## src/rtl/core/srg_pkg.sv

```systemverilog
// ----------------------------------------------------------------------------
// Subtractive random generator package
// Constants, control types, the modular subtract and the microcode ROM.
// ----------------------------------------------------------------------------
package srg_pkg;

    localparam int VALUE_W = 30;
    localparam int SEED_W  = 28;
    localparam int IDX_W   = 6;
    localparam int PASS_W  = 2;

    localparam logic [VALUE_W-1:0] MODULUS     = 30'd1000000000;
    localparam logic [VALUE_W-1:0] START_CONST = 30'd161803398;
    localparam logic [IDX_W-1:0]   FILL_STRIDE = 6'd21;
    localparam logic [IDX_W-1:0]   TABLE_LEN   = 6'd55;
    localparam logic [IDX_W-1:0]   LAG_START   = 6'd31;
    localparam logic [IDX_W-1:0]   MIX_J_START = 6'd32;
    localparam logic [IDX_W-1:0]   FILL_LAST   = 6'd54;
    localparam logic [PASS_W-1:0]  MIX_LAST    = 2'd3;

    typedef enum logic [2:0] {
        S_IDLE,
        S_FILL_INIT,
        S_FILL,
        S_MIX_RD,
        S_MIX_WR,
        S_BUILD_DONE,
        S_DRAW_RD,
        S_DRAW_WR
    } step_t;

    typedef enum logic [2:0] {
        OP_NOP,
        OP_FILL_INIT,
        OP_FILL,
        OP_MIX,
        OP_BUILD_DONE,
        OP_DRAW_RD,
        OP_DRAW_WR
    } op_t;

    typedef enum logic [1:0] {
        COND_ALWAYS,
        COND_BUILD,
        COND_FILL_LAST,
        COND_MIX_LAST
    } cond_t;

    typedef enum logic {
        ADDR_DRAW,
        ADDR_MIX
    } rd_sel_t;

    typedef struct packed {
        logic    take_in;
        logic    wait_out;
        cond_t   cond;
        step_t   jump_to;
        step_t   else_to;
        op_t     op;
        rd_sel_t rd_sel;
    } uword_t;

    typedef struct packed {
        step_t   step;
        logic    take_in;
        logic    commit;
        op_t     op;
        rd_sel_t rd_sel;
    } srg_ctrl_t;

    typedef struct packed {
        logic in_fire;
        logic need_build;
        logic fill_last;
        logic mix_last;
        logic out_free;
    } srg_status_t;

    // Difference of two residues, wrapped into [0, MODULUS).
    function automatic logic [VALUE_W-1:0] sub_mod(input logic [VALUE_W-1:0] a,
                                                   input logic [VALUE_W-1:0] b);
        logic [VALUE_W:0] s;
        if (a >= b)
        begin
            s = {1'b0, a} - {1'b0, b};
        end
        else
        begin
            s = {1'b0, a} + {1'b0, MODULUS} - {1'b0, b};
        end
        return s[VALUE_W-1:0];
    endfunction

    // Cyclic position step over 1..55.
    function automatic logic [IDX_W-1:0] advance(input logic [IDX_W-1:0] p);
        logic [IDX_W-1:0] r;
        if (p >= TABLE_LEN)
        begin
            r = IDX_W'(1);
        end
        else
        begin
            r = p + IDX_W'(1);
        end
        return r;
    endfunction

    // Control program, one word per step.
    function automatic uword_t srg_ucode(input step_t s);
        uword_t w;
        w = '{take_in: 1'b0, wait_out: 1'b0, cond: COND_ALWAYS, jump_to: S_IDLE,
              else_to: S_IDLE, op: OP_NOP, rd_sel: ADDR_DRAW};
        case (s)
            S_IDLE:
            begin
                w.take_in = 1'b1;
                w.cond    = COND_BUILD;
                w.jump_to = S_FILL_INIT;
                w.else_to = S_DRAW_WR;
                w.op      = OP_DRAW_RD;
            end
            S_FILL_INIT:
            begin
                w.jump_to = S_FILL;
                w.op      = OP_FILL_INIT;
            end
            S_FILL:
            begin
                w.cond    = COND_FILL_LAST;
                w.jump_to = S_MIX_RD;
                w.else_to = S_FILL;
                w.op      = OP_FILL;
            end
            S_MIX_RD:
            begin
                w.jump_to = S_MIX_WR;
                w.rd_sel  = ADDR_MIX;
            end
            S_MIX_WR:
            begin
                w.cond    = COND_MIX_LAST;
                w.jump_to = S_BUILD_DONE;
                w.else_to = S_MIX_RD;
                w.op      = OP_MIX;
            end
            S_BUILD_DONE:
            begin
                w.jump_to = S_DRAW_RD;
                w.op      = OP_BUILD_DONE;
            end
            S_DRAW_RD:
            begin
                w.jump_to = S_DRAW_WR;
                w.op      = OP_DRAW_RD;
            end
            S_DRAW_WR:
            begin
                w.wait_out = 1'b1;
                w.jump_to  = S_IDLE;
                w.op       = OP_DRAW_WR;
            end
            default:
            begin
                w.jump_to = S_IDLE;
            end
        endcase
        return w;
    endfunction

endpackage

```

## src/rtl/core/srg_sequencer.sv

```systemverilog
// ----------------------------------------------------------------------------
// Subtractive random generator sequencer
// Step counter that walks the control program and applies its jumps.
// ----------------------------------------------------------------------------
module srg_sequencer
    import srg_pkg::*;
(
    input  logic        clk,
    input  logic        rst_n,
    input  srg_status_t status,
    output srg_ctrl_t   ctrl
);

    step_t  step_reg;
    step_t  step_next;
    uword_t uw;
    logic   hold;
    logic   cond_true;

    always_ff @(posedge clk or negedge rst_n)
    begin
        if (!rst_n)
        begin
            step_reg <= S_IDLE;
        end
        else
        begin
            step_reg <= step_next;
        end
    end

    always_comb
    begin
        uw   = srg_ucode(step_reg);
        hold = (uw.take_in && !status.in_fire) || (uw.wait_out && !status.out_free);
        case (uw.cond)
            COND_ALWAYS:    cond_true = 1'b1;
            COND_BUILD:     cond_true = status.need_build;
            COND_FILL_LAST: cond_true = status.fill_last;
            COND_MIX_LAST:  cond_true = status.mix_last;
            default:        cond_true = 1'b1;
        endcase
        if (hold)
        begin
            step_next = step_reg;
        end
        else if (cond_true)
        begin
            step_next = uw.jump_to;
        end
        else
        begin
            step_next = uw.else_to;
        end
        ctrl.step    = step_reg;
        ctrl.take_in = uw.take_in;
        ctrl.commit  = !hold;
        ctrl.op      = uw.op;
        ctrl.rd_sel  = uw.rd_sel;
    end

endmodule

```

## config.mk

```make
export PLATFORM = sky130hd
export DESIGN_NAME = srg_sequencer
export DESIGN_NICKNAME = d
export VERILOG_FILES = /design/src/rtl/core/srg_pkg.sv /design/src/rtl/core/srg_sequencer.sv
export SDC_FILE = /design/constraint.sdc
export NUM_CORES = 1
export LEC_CHECK = 0
export ABC_AREA = 1
export BUFFER_PORTS_ARGS = -buffer_cell sky130_fd_sc_hd__buf_2
export CELL_PAD_IN_SITES_DETAIL_PLACEMENT = 1
export CELL_PAD_IN_SITES_GLOBAL_PLACEMENT = 1
export CORE_AREA = 5 5 42 44
export DETAILED_ROUTE_END_ITERATION = 8
export DIE_AREA = 0 0 47 49
export GPL_TIMING_DRIVEN = 1
export HOLD_SLACK_MARGIN = 0.03
export MAX_ROUTING_LAYER = met4
export PLACE_DENSITY_LB_ADDON = 0.12
export SYNTH_ARGS = -nofsm -noshare
export SYNTH_HDL_FRONTEND = slang
export SYNTH_SLANG_ARGS = --single-unit
```

## constraint.sdc

```tcl
create_clock -name clk -period 1.9 [get_ports clk]
set_clock_uncertainty 0.2 [all_clocks]
set_input_delay 0.095 -clock clk [delete_from_list [all_inputs] [get_ports clk]]
set_output_delay 0.095 -clock clk [all_outputs]
set_load 0.01 [all_outputs]
```

==> run summary <==
The layout filler cell count is 194. In this run the top signal layer used is met4. The final setup violation count is 0. The worst voltage drop across the vdd grid is approximately 750 µV. The floorplan die area is 2303 µm². The number of cells produced by synthesis is 43. The detailed-route wire length is ~870 µm. The commonest non-fill, non-tap cell in the layout is buf_2. The TritonCTS clock tree is done. The clock net sink count is 3. The number of warnings reported in the yosys synthesis log came out at 0. The buffer depth of the longest clock path came out at 2.

The count of maximum capacitance violations came out at 0. The achievable frequency came out at between 0.5 and 0.6 GHz. The final critical delay including setup and external delays came out at 1.715 ns. The number of design-rule violations left by the first detailed-router iteration came out at 2. The post-CTS setup buffer count came out at 0. The final number of hold-violating endpoints is 0.

The total overflow reported by the global router came out at 0. The placer congestion estimate came out at 0.7904. The routed design uses 70 µm of met3 wire. After floorplanning, the core was divided into 14 placement rows. The clock latency on the worst-skew pair came out at 0.24 ns.

The worst setup path is launched from a register. After floorplanning, the core was sized to cover ~1400 µm². The overall global routing resource usage is 0.1004.

The initial antenna violation count is 0. The wire length per cell after detailed routing came out at 10.86 µm. The wire length of the first global-routing pass came out at 1.593 mm. In this run the remaining antenna-violating nets after routing total 0. The post-route total power came out at 819.1 µW. After the flow finishes, the layout carries non-filler instances totaling 80. The number of flip-flops in the largest register came out at 3. Of the available clock period, the critical path in the final layout requires 0.9028. After detailed routing, the number of vias per cell comes to 4.375. The total nets after synthesis came out at 50. The sequential share of the synthesized area is 0.2362.

The post-CTS clock slew at the launch and capture registers of the worst setup and hold paths came out at roughly 0.040 ns. For this design the ratio of total power to cell area is 1824 nW/µm². The critical-path maximum fanout came out at 11. The height of the chip is 49 µm.

The endpoint required time on the critical path came out at 1.60 ns. The length of the first detailed-routing pass in iterations is 4. The post-route met1 wirelength is 390 µm. The flop and latch count out of synthesis is 3. The final net count came out at 72. The worst-case reg-to-reg path depth came out at 6. Of the cells placed in the final design, the portion with a size suffix greater than 1 is 0.4219. The sum of met2 wire segment lengths after detailed routing is 402 µm. The average size of a mapped cell is 7.391 µm².

The synthesized cell area is approximately 320 µm². Leaving out fill and tap cells, the most frequent cells in the layout are buf_2 (15), inv_1 (7), nand2_1 (7). Once detailed placement completed, the half-perimeter wirelength came to 709.5 µm. The static leakage power is 0.2638 nW. The worst hold path cell count is 5. The worst hold path class is in -> reg. Relative to the synthesized area, the layout overhead comes to 41.34%.

The cell total after placement is 73. In the routed design, unresolved DRC markers number 0. The number of instances resized during post-cts repair is 0. The flow ran to the end, and the final reports show no timing, DRC or antenna violations. The maximum number of pins on one net before global-route repair came out at 12. The port buffer count came out at 15. By startpoint and endpoint, the worst setup path is classified as reg -> out. The type of element capturing the critical path is a primary output. After synthesis, the netlist uses 17 different library cells. The die is 47 µm wide. CTS built an H-tree with a depth of 1.

The initial utilization of the core area, before any placement, comes to 0.2268. The setup TNS came out at 0 ns. The worst path arrival time came out at 1.42 ns. The via count of the first global-routing pass came out at 371. Counting the buffers created by CTS gives 3. The worst-margin pin slew is around 0.48 ns. Measured against its own limit, the worst slew margin works out to 0.6801.

The detailed router placed 350 vias in this run. The number of antenna diodes in the final layout is 0. In this run the count of I/O pins placed on the die edge is 16. The count of pins over their slew limit came out at 0. Setup repair after global routing left no endpoint under its margin.

The tree is rooted in a clkbuf_4.
==> final timing paths <==
path                        startpoint          end  slack, ns
max reg2reg                step_reg[2]  step_reg[2]       0.36
min in group asynchronous        rst_n  step_reg[2]       0.54
max in group asynchronous        rst_n  step_reg[1]       0.81
min reg2reg                step_reg[0]  step_reg[0]       0.53
max                        step_reg[2]      ctrl[4]       0.18
min                          status[4]  step_reg[2]       0.03
==> per-layer routing <==
layer,vias up,track usage
met1,154,0.1231
met2,10,0.1244
met3,2,0.05904
li1,184,-
met4,0,0.05530
met5,-,-
==> through the flow <==
step           utilization  hold WS, ns  cell area [µm²]  setup WS [ns]
2_1_floorplan            -      -0.4006            317.8         0.5175
3_3_place_gp        0.2804      -0.3073            392.9         0.3031
3_5_place_dp        0.2804      -0.3060            392.9         0.3382
4_1_cts             0.3205      0.03208            449.2         0.1441
5_1_grt             0.3205      0.06205            449.2        0.06945
6_report            0.3205      0.03189            449.2         0.1847
==> cells in the mapped netlist <==
master,number,share of area
nand2_2,1,0.020
nand3_1,4,0.063
a21oi_2,1,0.028
inv_1,7,0.083
nor2_8,1,0.063
a21oi_1,2,0.031
a22oi_1,1,0.024
nand2_1,7,0.083
o21ai_0,1,0.016
nand4_1,5,0.098
inv_2,3,0.035
nor2_1,2,0.024
nand2_4,2,0.071
dfrtp_1,3,0.24
xor2_1,1,0.028
nor2_4,1,0.035
buf_12,1,0.063
==> power breakdown <==
part	total, mW	switching [mW]	internal (mW)	leakage (nW)
sequential	0.179	0.0812	0.0978	0.0354
combinational	0.528	0.312	0.216	0.213
clock	0.112	0.0335	0.0787	0.0150
total	0.819	0.426	0.393	0.264
==> area by class of cell <==
type / instances / area (µm²) / area share
clock buffer: 4 / 26.28 / 0.05850
tap: 16 / 20.02 / 0.04457
inverter: 10 / 37.54 / 0.08357
timing repair buffer: 18 / 105.1 / 0.2340
multi-input combinational: 29 / 185.2 / 0.4123
sequential: 3 / 75.07 / 0.1671
==> repair_timing <==
action / CTS / global route
endpoints found under the hold margin: 5 / 0
hold buffers: 3 / 0
setup endpoints to repair: 0 / 0
==> cell families (layout without fill, tap and decap cells) <==
group           Yosys count  in the layout  synth area share
buf+inv                  11             32            0.1811
xor+xnor                  1              1           0.02756
simple gates             23             23            0.4567
flops                     3              3            0.2362
compound gates            5              5           0.09843
==> worst max-delay path: stages (launching register included) <==
cell and delay (ns):
dfrtp_1 0.63, nand4_1 0.25, nand2_2 0.13, inv_2 0.04
buf_2 0.13
Power figures use the tool's default switching activity.
